## config.mk

```make
export PLATFORM = sky130hd
export DESIGN_NAME = sm4_block_cipher
export DESIGN_NICKNAME = d
export VERILOG_FILES = /design/src/hw/rtl/sm4_pkg.sv /design/src/hw/rtl/sm4_rk_mem.sv /design/src/hw/rtl/sm4_round.sv /design/src/hw/rtl/sm4_block_cipher.sv
export VERILOG_INCLUDE_DIRS = /design/src /design/src/hw/rtl
export SDC_FILE = /design/constraint.sdc
export NUM_CORES = 2
export LEC_CHECK = 0
export ABC_AREA = 1
export BUFFER_PORTS_ARGS = -buffer_cell sky130_fd_sc_hd__buf_4
export CAP_MARGIN = 30
export CORE_AREA = 2 2 400 402
export DETAILED_ROUTE_END_ITERATION = 7
export DIE_AREA = 0 0 402 404
export GPL_TIMING_DRIVEN = 0
export HOLD_SLACK_MARGIN = 0.06
export PLACE_DENSITY = 0.69
export REMOVE_ABC_BUFFERS = 1
export SETUP_SLACK_MARGIN = 0.1
export SYNTH_ARGS = -nofsm -noshare
export SYNTH_HDL_FRONTEND = slang
export SYNTH_SLANG_ARGS = --single-unit
```

## constraint.sdc

```tcl
create_clock -name clk_i -period 5.9 [get_ports clk_i]
set_clock_uncertainty 0.1 [all_clocks]
set_input_delay 0 -clock clk_i [delete_from_list [all_inputs] [get_ports clk_i]]
set_output_delay 0 -clock clk_i [all_outputs]
set_load 0.05 [all_outputs]
```

## src/hw/rtl/sm4_block_cipher_defines.svh

```systemverilog
// assertion macros for the sm4 block cipher
`ifndef SM4_BLOCK_CIPHER_DEFINES_SVH
`define SM4_BLOCK_CIPHER_DEFINES_SVH

`ifndef ASSERT_OFF
`define SM4_ASSERT(label, prop) \
  label: assert property (@(posedge clk_i) disable iff (!rst_ni) prop) \
    else $error("sm4 assertion failed");
`define SM4_ASSERT_NEVER(label, cond) \
  label: assert property (@(posedge clk_i) disable iff (!rst_ni) !(cond)) \
    else $error("sm4 forbidden condition seen");
`else
`define SM4_ASSERT(label, prop)
`define SM4_ASSERT_NEVER(label, cond)
`endif

`endif

```

## src/hw/rtl/sm4_pkg.sv

```systemverilog
package sm4_pkg;

  localparam int RoundCount = 32;
  localparam int RoundIdxW  = $clog2(RoundCount);
  localparam int CfgIdxW    = 2;
  localparam int CfgDataW   = 64;

  typedef struct packed {
    logic [63:0] block_high;
    logic [63:0] block_low;
  } in_item_t;

  typedef struct packed {
    logic [63:0] result_high;
    logic [63:0] result_low;
  } out_item_t;

  typedef enum logic [CfgIdxW-1:0] {
    CFG_KEY_HIGH = 2'd0,
    CFG_KEY_LOW  = 2'd1,
    CFG_DECRYPT  = 2'd2
  } cfg_reg_e;

  typedef enum logic [1:0] {
    ST_IDLE,
    ST_EXPAND,
    ST_PREP,
    ST_CIPHER
  } state_e;

  localparam logic [31:0] FK0 = 32'ha3b1bac6;
  localparam logic [31:0] FK1 = 32'h56aa3350;
  localparam logic [31:0] FK2 = 32'h677d9197;
  localparam logic [31:0] FK3 = 32'hb27022dc;

  localparam logic [7:0] SBOX [256] = '{
    8'hd6,8'h90,8'he9,8'hfe,8'hcc,8'he1,8'h3d,8'hb7,8'h16,8'hb6,8'h14,8'hc2,8'h28,8'hfb,8'h2c,8'h05,
    8'h2b,8'h67,8'h9a,8'h76,8'h2a,8'hbe,8'h04,8'hc3,8'haa,8'h44,8'h13,8'h26,8'h49,8'h86,8'h06,8'h99,
    8'h9c,8'h42,8'h50,8'hf4,8'h91,8'hef,8'h98,8'h7a,8'h33,8'h54,8'h0b,8'h43,8'hed,8'hcf,8'hac,8'h62,
    8'he4,8'hb3,8'h1c,8'ha9,8'hc9,8'h08,8'he8,8'h95,8'h80,8'hdf,8'h94,8'hfa,8'h75,8'h8f,8'h3f,8'ha6,
    8'h47,8'h07,8'ha7,8'hfc,8'hf3,8'h73,8'h17,8'hba,8'h83,8'h59,8'h3c,8'h19,8'he6,8'h85,8'h4f,8'ha8,
    8'h68,8'h6b,8'h81,8'hb2,8'h71,8'h64,8'hda,8'h8b,8'hf8,8'heb,8'h0f,8'h4b,8'h70,8'h56,8'h9d,8'h35,
    8'h1e,8'h24,8'h0e,8'h5e,8'h63,8'h58,8'hd1,8'ha2,8'h25,8'h22,8'h7c,8'h3b,8'h01,8'h21,8'h78,8'h87,
    8'hd4,8'h00,8'h46,8'h57,8'h9f,8'hd3,8'h27,8'h52,8'h4c,8'h36,8'h02,8'he7,8'ha0,8'hc4,8'hc8,8'h9e,
    8'hea,8'hbf,8'h8a,8'hd2,8'h40,8'hc7,8'h38,8'hb5,8'ha3,8'hf7,8'hf2,8'hce,8'hf9,8'h61,8'h15,8'ha1,
    8'he0,8'hae,8'h5d,8'ha4,8'h9b,8'h34,8'h1a,8'h55,8'had,8'h93,8'h32,8'h30,8'hf5,8'h8c,8'hb1,8'he3,
    8'h1d,8'hf6,8'he2,8'h2e,8'h82,8'h66,8'hca,8'h60,8'hc0,8'h29,8'h23,8'hab,8'h0d,8'h53,8'h4e,8'h6f,
    8'hd5,8'hdb,8'h37,8'h45,8'hde,8'hfd,8'h8e,8'h2f,8'h03,8'hff,8'h6a,8'h72,8'h6d,8'h6c,8'h5b,8'h51,
    8'h8d,8'h1b,8'haf,8'h92,8'hbb,8'hdd,8'hbc,8'h7f,8'h11,8'hd9,8'h5c,8'h41,8'h1f,8'h10,8'h5a,8'hd8,
    8'h0a,8'hc1,8'h31,8'h88,8'ha5,8'hcd,8'h7b,8'hbd,8'h2d,8'h74,8'hd0,8'h12,8'hb8,8'he5,8'hb4,8'hb0,
    8'h89,8'h69,8'h97,8'h4a,8'h0c,8'h96,8'h77,8'h7e,8'h65,8'hb9,8'hf1,8'h09,8'hc5,8'h6e,8'hc6,8'h84,
    8'h18,8'hf0,8'h7d,8'hec,8'h3a,8'hdc,8'h4d,8'h20,8'h79,8'hee,8'h5f,8'h3e,8'hd7,8'hcb,8'h39,8'h48
  };

  function automatic logic [31:0] sub_word(logic [31:0] v);
    return {SBOX[v[31:24]], SBOX[v[23:16]], SBOX[v[15:8]], SBOX[v[7:0]]};
  endfunction

  // byte j of ck is (4i + j) * 7 mod 256
  function automatic logic [31:0] ck_word(logic [RoundIdxW-1:0] i);
    logic [7:0] base;
    logic [7:0] b0, b1, b2, b3;
    base = {1'b0, i, 2'b00};
    b0 = 8'(base * 8'd7);
    b1 = 8'((base + 8'd1) * 8'd7);
    b2 = 8'((base + 8'd2) * 8'd7);
    b3 = 8'((base + 8'd3) * 8'd7);
    return {b0, b1, b2, b3};
  endfunction

endpackage

```

## src/hw/rtl/sm4_rk_mem.sv

```systemverilog
module sm4_rk_mem (
  input  logic                          clk_i,
  input  logic                          we_i,
  input  logic [sm4_pkg::RoundIdxW-1:0] waddr_i,
  input  logic [31:0]                   wdata_i,
  input  logic                          re_i,
  input  logic [sm4_pkg::RoundIdxW-1:0] raddr_i,
  output logic [31:0]                   rdata_o
);
  import sm4_pkg::*;

  logic [31:0] mem_q [RoundCount];
  logic [31:0] rdata_q;

  always_ff @(posedge clk_i) begin
    if (we_i) begin
      mem_q[waddr_i] <= wdata_i;
    end
  end

  always_ff @(posedge clk_i) begin
    if (re_i) begin
      rdata_q <= mem_q[raddr_i];
    end
  end

  assign rdata_o = rdata_q;

endmodule

```

## src/hw/rtl/sm4_round.sv

```systemverilog
module sm4_round_core (
  input  logic [3:0][31:0] words_i,
  input  logic [31:0]      rk_i,
  input  logic             key_sched_i,
  output logic [31:0]      word_o
);
  import sm4_pkg::*;

  logic [31:0] sub;
  logic [31:0] lin;

  assign sub = sub_word(words_i[1] ^ words_i[2] ^ words_i[3] ^ rk_i);

  // key schedule uses the lighter linear layer
  always_comb begin
    if (key_sched_i) begin
      lin = sub ^ {sub[18:0], sub[31:19]} ^ {sub[8:0], sub[31:9]};
    end else begin
      lin = sub ^ {sub[29:0], sub[31:30]} ^ {sub[21:0], sub[31:22]}
                ^ {sub[13:0], sub[31:14]} ^ {sub[7:0], sub[31:8]};
    end
  end

  assign word_o = words_i[0] ^ lin;

endmodule

```

## src/hw/rtl/sm4_block_cipher.sv

```systemverilog
// SM4 block cipher, 128-bit key and block. The key words and the direction are written through
// the configuration port; the user must write them only while the block is idle, as the block
// itself does not enforce it. Any write to a known register invalidates the round keys. The
// first block after reset or after such a write first runs the key schedule through the shared
// round unit, writing one round key per cycle into a 32-entry key memory (reversed for
// decryption), then prefetches the first round key. Every block then runs its rounds, one per
// round key read from that memory. A new block is accepted only once the previous one has left
// its last round, so blocks do not overlap. The result sits in an output register; the last
// round holds until a previous result has been taken.
`include "sm4_block_cipher_defines.svh"

module sm4_block_cipher (
  input  logic                          clk_i,
  input  logic                          rst_ni,
  input  logic                          cfg_we_i,
  input  logic [sm4_pkg::CfgIdxW-1:0]   cfg_index_i,
  input  logic [sm4_pkg::CfgDataW-1:0]  cfg_wdata_i,
  input  logic                          in_valid_i,
  output logic                          in_ready_o,
  input  sm4_pkg::in_item_t             in_data_i,
  output logic                          out_valid_o,
  input  logic                          out_ready_i,
  output sm4_pkg::out_item_t            out_data_o
);
  import sm4_pkg::*;

  state_e                 state_q, state_d;
  logic [RoundIdxW-1:0]   cnt_q, cnt_d;
  logic                   keys_ready_q, keys_ready_d;
  logic [63:0]            key_high_q, key_low_q;
  logic                   decrypt_q;
  logic [3:0][31:0]       x_q, k_q;
  logic                   out_valid_q;
  out_item_t              out_data_q;

  logic                   in_accept;
  logic                   cfg_hit;
  logic                   last_round;
  logic                   out_free;
  logic                   step;
  logic                   expanding;

  logic [3:0][31:0]       rnd_words;
  logic [31:0]            rnd_rk;
  logic [31:0]            rnd_new;

  logic                   rk_we, rk_re;
  logic [RoundIdxW-1:0]   rk_waddr, rk_raddr;
  logic [31:0]            rk_rdata;

  assign in_ready_o = (state_q == ST_IDLE);
  assign in_accept  = in_valid_i && in_ready_o;
  assign cfg_hit    = cfg_we_i && (cfg_index_i == CFG_KEY_HIGH || cfg_index_i == CFG_KEY_LOW ||
                                   cfg_index_i == CFG_DECRYPT);
  assign last_round = (cnt_q == RoundIdxW'(RoundCount - 1));
  assign out_free   = !out_valid_q || out_ready_i;
  assign step       = (state_q == ST_CIPHER) && (!last_round || out_free);
  assign expanding  = (state_q == ST_EXPAND);

  // shared round unit: key schedule or data round
  assign rnd_words = expanding ? k_q : x_q;
  assign rnd_rk    = expanding ? ck_word(cnt_q) : rk_rdata;

  sm4_round_core u_round (
    .words_i     (rnd_words),
    .rk_i        (rnd_rk),
    .key_sched_i (expanding),
    .word_o      (rnd_new)
  );

  assign rk_we    = expanding;
  assign rk_waddr = decrypt_q ? (RoundIdxW'(RoundCount - 1) - cnt_q) : cnt_q;

  // round key i+1 is fetched while round i runs
  always_comb begin
    rk_re    = 1'b0;
    rk_raddr = '0;
    case (state_q)
      ST_IDLE: begin
        rk_re = in_accept && keys_ready_q;
      end
      ST_PREP: begin
        rk_re = 1'b1;
      end
      ST_CIPHER: begin
        rk_re    = step;
        rk_raddr = cnt_q + RoundIdxW'(1);
      end
      default: begin
        rk_re = 1'b0;
      end
    endcase
  end

  sm4_rk_mem u_rk_mem (
    .clk_i   (clk_i),
    .we_i    (rk_we),
    .waddr_i (rk_waddr),
    .wdata_i (rnd_new),
    .re_i    (rk_re),
    .raddr_i (rk_raddr),
    .rdata_o (rk_rdata)
  );

  always_comb begin
    state_d      = state_q;
    cnt_d        = cnt_q;
    keys_ready_d = keys_ready_q;
    case (state_q)
      ST_IDLE: begin
        cnt_d = '0;
        if (in_accept) begin
          state_d = keys_ready_q ? ST_CIPHER : ST_EXPAND;
        end
      end
      ST_EXPAND: begin
        cnt_d = cnt_q + RoundIdxW'(1);
        if (last_round) begin
          state_d      = ST_PREP;
          keys_ready_d = 1'b1;
        end
      end
      ST_PREP: begin
        state_d = ST_CIPHER;
        cnt_d   = '0;
      end
      ST_CIPHER: begin
        if (step) begin
          cnt_d = cnt_q + RoundIdxW'(1);
          if (last_round) begin
            state_d = ST_IDLE;
          end
        end
      end
      default: begin
        state_d = ST_IDLE;
      end
    endcase
    if (cfg_hit) begin
      keys_ready_d = 1'b0;
    end
  end

  always_ff @(posedge clk_i or negedge rst_ni) begin
    if (!rst_ni) begin
      state_q      <= ST_IDLE;
      cnt_q        <= '0;
      keys_ready_q <= 1'b0;
      out_valid_q  <= 1'b0;
    end else begin
      state_q      <= state_d;
      cnt_q        <= cnt_d;
      keys_ready_q <= keys_ready_d;
      if (step && last_round) begin
        out_valid_q <= 1'b1;
      end else if (out_ready_i) begin
        out_valid_q <= 1'b0;
      end
    end
  end

  always_ff @(posedge clk_i or negedge rst_ni) begin
    if (!rst_ni) begin
      key_high_q <= '0;
      key_low_q  <= '0;
      decrypt_q  <= 1'b0;
    end else if (cfg_we_i) begin
      case (cfg_index_i)
        CFG_KEY_HIGH: key_high_q <= cfg_wdata_i;
        CFG_KEY_LOW:  key_low_q  <= cfg_wdata_i;
        CFG_DECRYPT:  decrypt_q  <= cfg_wdata_i[0];
        default: begin
        end
      endcase
    end
  end

  always_ff @(posedge clk_i) begin
    if (in_accept) begin
      x_q <= {in_data_i.block_low[31:0], in_data_i.block_low[63:32],
              in_data_i.block_high[31:0], in_data_i.block_high[63:32]};
      k_q <= {key_low_q[31:0] ^ FK3, key_low_q[63:32] ^ FK2,
              key_high_q[31:0] ^ FK1, key_high_q[63:32] ^ FK0};
    end else begin
      if (step) begin
        x_q <= {rnd_new, x_q[3], x_q[2], x_q[1]};
      end
      if (expanding) begin
        k_q <= {rnd_new, k_q[3], k_q[2], k_q[1]};
      end
    end
  end

  // final words leave in reversed order
  always_ff @(posedge clk_i) begin
    if (step && last_round) begin
      out_data_q.result_high <= {rnd_new, x_q[3]};
      out_data_q.result_low  <= {x_q[2], x_q[1]};
    end
  end

  assign out_valid_o = out_valid_q;
  assign out_data_o  = out_data_q;

  `SM4_ASSERT(a_cfg_clears_keys, cfg_hit |=> !keys_ready_q)
  `SM4_ASSERT(a_expand_then_prep, (expanding && last_round) |=> (state_q == ST_PREP))
  `SM4_ASSERT(a_last_round_yields_result, (step && last_round) |=> out_valid_q)
  `SM4_ASSERT_NEVER(a_no_rk_collision, rk_we && rk_re && (rk_waddr == rk_raddr))

endmodule
```

### Word level (Yosys, flattened, before mapping)

Memory sizes are Yosys's and may differ from the RTL's. A register that Yosys moved wholly into a read port is not among the register bits.
Index checks and enable logic that the tools add are counted.

| operators by class | value |
|---|---|
| add/subtract/negate cells | 5 |
| $mul | 4 |
| magnitude comparators | 4 |
| eq/ne operators | 10 |
| multiplexer cells | 33 |
| bitwise operators | 18 |
| reductions and logical operators | 24 |

Operator list:

| cell | number |
|---|---|
| $mux W128 | 5 |
| $xor A32 B32 Y32 | 10 |
| $mux W32 | 2 |
| $mux W8 | 8 |
| $ge A9 B9 Y1 const B | 4 |
| $not A8 Y9 | 4 |
| $not A14 Y14 | 2 |
| $mul A8 B3 Y8 const B | 3 |
| $not A19 Y19 | 1 |
| $not A17 Y17 | 1 |
| $add A7 B2 Y8 const B | 2 |
| $mux W5 | 3 |
| $pmux W5 S3 | 1 |
| $mux W2 | 5 |
| $reduce_bool A2 Y1 | 5 |
| $add A7 B1 Y8 const B | 1 |
| $pmux W2 S4 | 1 |
| $reduce_and A2 Y1 | 4 |
| $mux W1 | 7 |
| $eq A2 B2 Y1 const B | 3 |
| $mul A5 B3 Y6 const B | 1 |
| $ne A2 B2 Y1 const B | 3 |
| $add A5 B1 Y5 const B | 1 |
| $eq A5 B5 Y1 const B | 1 |
| other kinds (10) | 20 |

| storage, ports and cells | value |
|---|---|
| flip-flop bits (word level) | 522 |
| RAM bits | 1,024 |
| memory bits (read-only) | 8,192 |
| input port bits | 199 |
| logic and storage cells | 120 |
| memories | 5 |

Memory list:

| memory | words | width | rd ports | clocked after memory_dff | write ports | line | source |
|---|---|---|---|---|---|---|---|
| (no name shown) | 256 | 8 | 1 | 0 | 0 | sm4_pkg.sv:56 | `return {SBOX[v[31:24]], SBOX[v[23:16]], SBOX[v[15:8]], SBOX[v[7:0]]};` |
| (no name shown) | 256 | 8 | 1 | 0 | 0 | sm4_pkg.sv:56 |  |
| (no name shown) | 256 | 8 | 1 | 0 | 0 | sm4_pkg.sv:56 |  |
| (no name shown) | 256 | 8 | 1 | 0 | 0 | sm4_pkg.sv:56 |  |
| u_rk_mem.mem_q | 32 | 32 | 1 | 1 | 1 | sm4_rk_mem.sv:12 | `logic [31:0] mem_q [RoundCount];` |

### Depth between registers and ports, before layout

| depth | value |
|---|---|
| depth in word-level cells | 17 |
| mapped depth | 36 |
| mapped depth without buffers | 34 |

### By module

Synthesis repeated with hierarchy kept, for this count alone.

| unflattened totals | value |
|---|---|
| cell total of the unflattened synthesis | 9,452 |
| area, all modules | 83,148.5 um^2 |

Modules (own cells, without submodules):

| module | times used | cells an instance | area an instance (um^2) | sequential area each (um^2) |
|---|---|---|---|---|
| sm4_rk_mem | 1 | 3,536 | 42,726.0 | 31,710.4 |
| sm4_block_cipher | 1 | 2,050 | 22,300.1 | 14,984.4 |
| sm4_round_core | 1 | 3,866 | 18,122.4 | 0.0 |

### Least setup slack after synthesis

OpenSTA, ideal clock, no wires.

| timing | value |
|---|---|
| path kind | register to register |
| start point | register state_q[0] |
| end point | register k_q[0] (netlist bit), enable pin |
| arrival | 4,067 ps |
| required time | 4,692 ps |
| path slack | 625 ps |
| cell stages (with the launch flop) | 11 |
| buffers on the path | 7 |
| clock period less this slack | 5,275 ps |
| cell sequence | dfrtp_1 -> ha_1 -> buf_6 -> inv_4 -> buf_6 -> buf_4 -> buf_4 -> buf_2 -> clkbuf_1 -> clkbuf_1 -> nand2_1 |

| between the ends | value |
|---|---|
| word-level cells in the longest chain between the ends | 3 |
| elaborated cells on any way between the ends | 4 |
| those cells by class | eq/ne: 1; reduce/logical: 3 |

Ends and longest elaborated chain:

| item | line | source |
|---|---|---|
| start: declaration | sm4_block_cipher.sv:27 | `state_e state_q, state_d;` |
| start signal: assignment | sm4_block_cipher.sv:151 | `state_q <= state_d;` |
| $logic_not A2 Y1 | sm4_block_cipher.sv:51 | `assign in_ready_o = (state_q == ST_IDLE);` |
| $logic_and A1 B1 Y1 | sm4_block_cipher.sv:52 | `assign in_accept = in_valid_i && in_ready_o;` |
| $reduce_bool A2 Y1 (no line) * | n/a |  |
| end signal: assignment | sm4_block_cipher.sv:182 | `k_q <= {key_low_q[31:0] ^ FK3, key_low_q[63:32] ^ FK2,` |
| end signal: assignment | sm4_block_cipher.sv:189 | `k_q <= {rnd_new, k_q[3], k_q[2], k_q[1]};` |
| end: declaration | sm4_block_cipher.sv:32 | `logic [3:0][31:0] x_q, k_q;` |

Mark *: on every way between the ends. The rest lies on a longest branch, timed or not.
A chain may end at the register's enable or synchronous reset.

### Worst setup path after layout

| timing | value |
|---|---|
| start point | register state_q[1] |
| end point | register out_data_q, in the netlist out_data_o[99], data pin |

| between the ends | value |
|---|---|
| word-level cells in the longest chain between the ends | 15 |
| elaborated cells on any way between the ends | 30 |
| those cells by class | eq/ne: 1; mux: 11; bitwise: 14; memory: 4 |

Ends and longest elaborated chain:

| item | line | source |
|---|---|---|
| $eq A2 B1 Y1 * | sm4_block_cipher.sv:58 | `assign expanding = (state_q == ST_EXPAND);` |
| $mux W128 | sm4_block_cipher.sv:61 | `assign rnd_words = expanding ? k_q : x_q;` |
| $xor A32 B32 Y32 (3 in series) | sm4_round.sv:12 | `assign sub = sub_word(words_i[1] ^ words_i[2] ^ words_i[3] ^ rk_i);` |
| $not A8 Y9 (implied by the code) | sm4_pkg.sv:56 |  |
| $mem_v2 Z256 W8 | n/a |  |
| $mux W8 (implied by the code) (2 in series) | sm4_pkg.sv:56 |  |
| $xor A32 B32 Y32 (2 in series) | sm4_round.sv:19 | `lin = sub ^ {sub[29:0], sub[31:30]} ^ {sub[21:0], sub[31:22]}` |
| $xor A32 B32 Y32 (2 in series) | sm4_round.sv:20 | `^ {sub[13:0], sub[31:14]} ^ {sub[7:0], sub[31:8]};` |
| $mux W32 | sm4_round.sv:16 | `if (key_sched_i) begin` |
| $xor A32 B32 Y32 * | sm4_round.sv:24 | `assign word_o = words_i[0] ^ lin;` |
| via rnd_new[3] | sm4_block_cipher.sv:45 | `logic [31:0] rnd_new;` |
| end: declaration | sm4_block_cipher.sv:34 | `out_item_t out_data_q;` |

Mark *: on every way through the listed nets, which the timed path passes. The rest lies on a longest branch. The select of a mux whose other input is x is not followed.

==> results.py <==
metrics = {
    "status": {
        "status": "complete, but fails checks",
        "violations": "DRC",
    },
    "worst_setup_path": {
        "crit_path_end_kind": "flip-flop",
        "crit_slowest_cell": "dfrtp_1",
        "critPathBufInv": 7,
        "required_ps": 6380,
        "worstReg2RegStart": "state_q[1]",
        "cp_data_arrival_time_ps": 6200,
        "path_depth": 31,
        "crit_start": "state_q[1]",
        "start_kind": "flip-flop",
        "path_class": "reg -> reg",
        "critical_path.max_stage_delay_ps": 420,
        "critPathMaxFanout": 25,
        "rr_worst_depth": 31,
        "crit_top_cell": "nand2_1",
        "cpLargestDelayFamily": "simple AND/OR/NAND/NOR gates",
    },
    "global_routing": {
        "met2_usage_pct": 57.3,
        "grt_pass1_vias": 69000,
        "grt_pass1_wl_um": 446000,
        "busiest_layer": "met2",
        "met3_usage_pct": 6.77,
        "grt_max_degree": 184,
        "grt_usage_pct": 36.6,
        "antenna_found_initial": 12,
        "overflow": 0,
        "gr-usage-met1_pct": 48.9,
    },
    "layout": {
        "drive_gt1_share_pct": 12.2,
        "utilization_pct": 63.1,
        "instances_no_fill": 11800,
        "final_cell_mix": "nand2_1, edfxtp_1, nand3_1",
        "nets": 9892,
        "areaGrowthSynthToFinish_pct": 21.5,
        "mostFrequentLayoutCell": "nand2_1",
    },
    "clock_tree": {
        "cts_tree": "done",
        "clk_latency_ps": 850,
        "path_clk_slew_ps": 70,
        "cts_buffers": 164,
        "cts-root-buf": "clkbuf_16",
        "ctsLongestPathBuffers": 3,
        "clock-sinks": 1578,
        "htree_levels": 4,
    },
    "sta": {
        "tns_ps": 0,
        "slew_headroom_pct": 26.8,
        "whs_ps": 101,
        "rsz0062_at_grt": "yes",
        "period_share_pct": 96.9,
        "final_hold_viol_count": 0,
        "tightest_slew_ps": 1090,
        "drv_slew": 0,
        "min_period_ps": 5720,
        "fmax_mhz": 175,
        "setup_viol": 0,
    },
    "die": {
        "design.die.area_sq_um": 162000,
        "rows": 146,
        "start_util_pct": 51.9,
        "fp.dieW_um": 402,
        "ios": 329,
        "fp.coreArea_sq_um": 158000,
        "chipHeight_um": 404,
    },
    "logic_synthesis": {
        "netlist_top_cells_area": "edfxtp_1, nand2_1, nand3_1, dfrtp_1, nor2_1",
        "ys.warnings.count": 0,
        "synthCells": 9062,
        "synth_edf_count": 1440,
        "async_reset_ff_share_pct": 8.75,
        "ys_seq_elements": 1578,
        "ys.flop_type": "edfxtp_1",
        "syn_area_sq_um": 81900,
        "yosysTopAreaCellShare_pct": 52.8,
        "seq_area_frac_synth_pct": 57.0,
        "synthDistinctLibCells": 50,
        "synth_top_area_cell": "edfxtp_1",
        "avgSynthCellArea_sq_um": 9.04,
    },
    "placed_design": {
        "io_buffers": 328,
        "dp_cells": 11100,
        "dpl.hpwl_um": 192000,
        "place_congestion": 0.995,
    },
    "detailed_routing": {
        "num_vias": 72900,
        "via_per_inst": 6.16,
        "wire_per_inst_um": 26.0,
        "route.detailed.drc": 2,
        "drtIter0Drc": 9662,
        "ant_nets": 0,
        "routed_wirelength_um": 308000,
        "drt_first_pass_iters": 8,
    },
    "worst_hold_path": {
        "hold_depth": 5,
        "hold_path_class": "in -> reg",
        "min_from": "cfg_index_i[0]",
    },
    "job": {
        "maxCapViolations": 0,
    },
}
## state kept, by name, summed over array words and instances (netlist names)
name / cells
cnt_q: 5
decrypt_q: 1
k_q: 128
key_high_q: 64
key_low_q: 64
keys_ready_q: 1
out_data_o: 128
out_valid_o: 1
state_q: 2
u_rk_mem.mem_q: 1024
u_rk_mem.rdata_o: 32
x_q: 128
## final timing paths
| path | slack (ps) | endpoint |
|---|---|---|
| min | 100 | decrypt_q |
| min in group asynchronous | 210 | key_low_q[35] |
| max in group asynchronous | 4860 | key_high_q[56] |
| max reg2reg | 180 | out_data_o[99] |
| min reg2reg | 350 | out_data_o[85] |
| max | 180 | out_data_o[99] |
## metal layers
| metal | part of all wire [%] | up-vias |
|---|---|---|
| li1 | - | 32500 |
| met1 | 38 | 35100 |
| met2 | 46 | 4411 |
| met3 | 10 | 949 |
| met4 | 5.8 | 4 |
| met5 | 0.010 | - |
## worst min-delay path, cell delays in order
cell	delay [ps]
dlygate4sd3_1	520
buf_4	160
inv_1	100
nand3_1	100
o21ai_0	90
## stage by stage
step           setup slack (ps)  cell area [sq um]
2_1_floorplan            -28490              79300
6_report                    181              99500
5_1_grt                    39.3              99500
4_1_cts                    90.0              98700
3_3_place_gp             -70400              84300
3_5_place_dp              -1920              88000
## final cells by class
class	count	area [sq um]
Fill cell	12600	58300
Sequential cell	1578	46700
Multi-Input combinational cell	6492	32400
Timing Repair Buffer	944	10600
Clock buffer	218	4510
Tap cell	2072	2590
Inverter	448	1810
Clock inverter	86	925
Timing Repair inverter	2	13.8
Antenna cell	5	12.5
## logic make-up (layout without fill, tap and decap cells)
group / after synthesis / count (layout) / synth area share (%)
adder cells (fa/ha/maj): 63 / 63 / 1.04
multiplexers: 5 / 5 / 0.0611
buffers and inverters: 998 / 1698 / 5.29
flip-flops: 1578 / 1578 / 57.0
XOR/XNOR: 94 / 94 / 1.07
AND/OR/NAND/NOR: 4974 / 4980 / 25.5
AO/OA/AOI/OAI: 1350 / 1350 / 10.1
other: 0 / 5 / 0
## synthesized netlist by cell type (50+ instances only)
| cell | instances |
|---|---|
| dfrtp_1 | 138 |
| o21bai_1 | 96 |
| clkbuf_1 | 305 |
| o311ai_0 | 96 |
| ha_1 | 55 |
| nor2_1 | 836 |
| xnor2_1 | 50 |
| buf_2 | 134 |
| o32ai_1 | 96 |
| nand2_1 | 2660 |
| o211ai_1 | 114 |
| nand3_1 | 1274 |
| o21ai_1 | 58 |
| nand2_2 | 65 |
| o22ai_1 | 66 |
| inv_1 | 393 |
| buf_4 | 56 |
| inv_2 | 50 |
| a21oi_1 | 127 |
| edfxtp_1 | 1440 |
| o21ai_0 | 621 |
## repair_timing
action / CTS / global route
cloned: 7 / 8
hold buffers: 420 / 0
resized for setup: 142 / 141
hold endpoints to repair: 465 / 0
endpoints found under the setup margin: 1120 / 1102
setup buffers: 28 / 19
pin swaps: 9 / 12
Power is not shown: default switching activity piles up to over one toggle a cycle in this logic, so the estimate is an artifact.
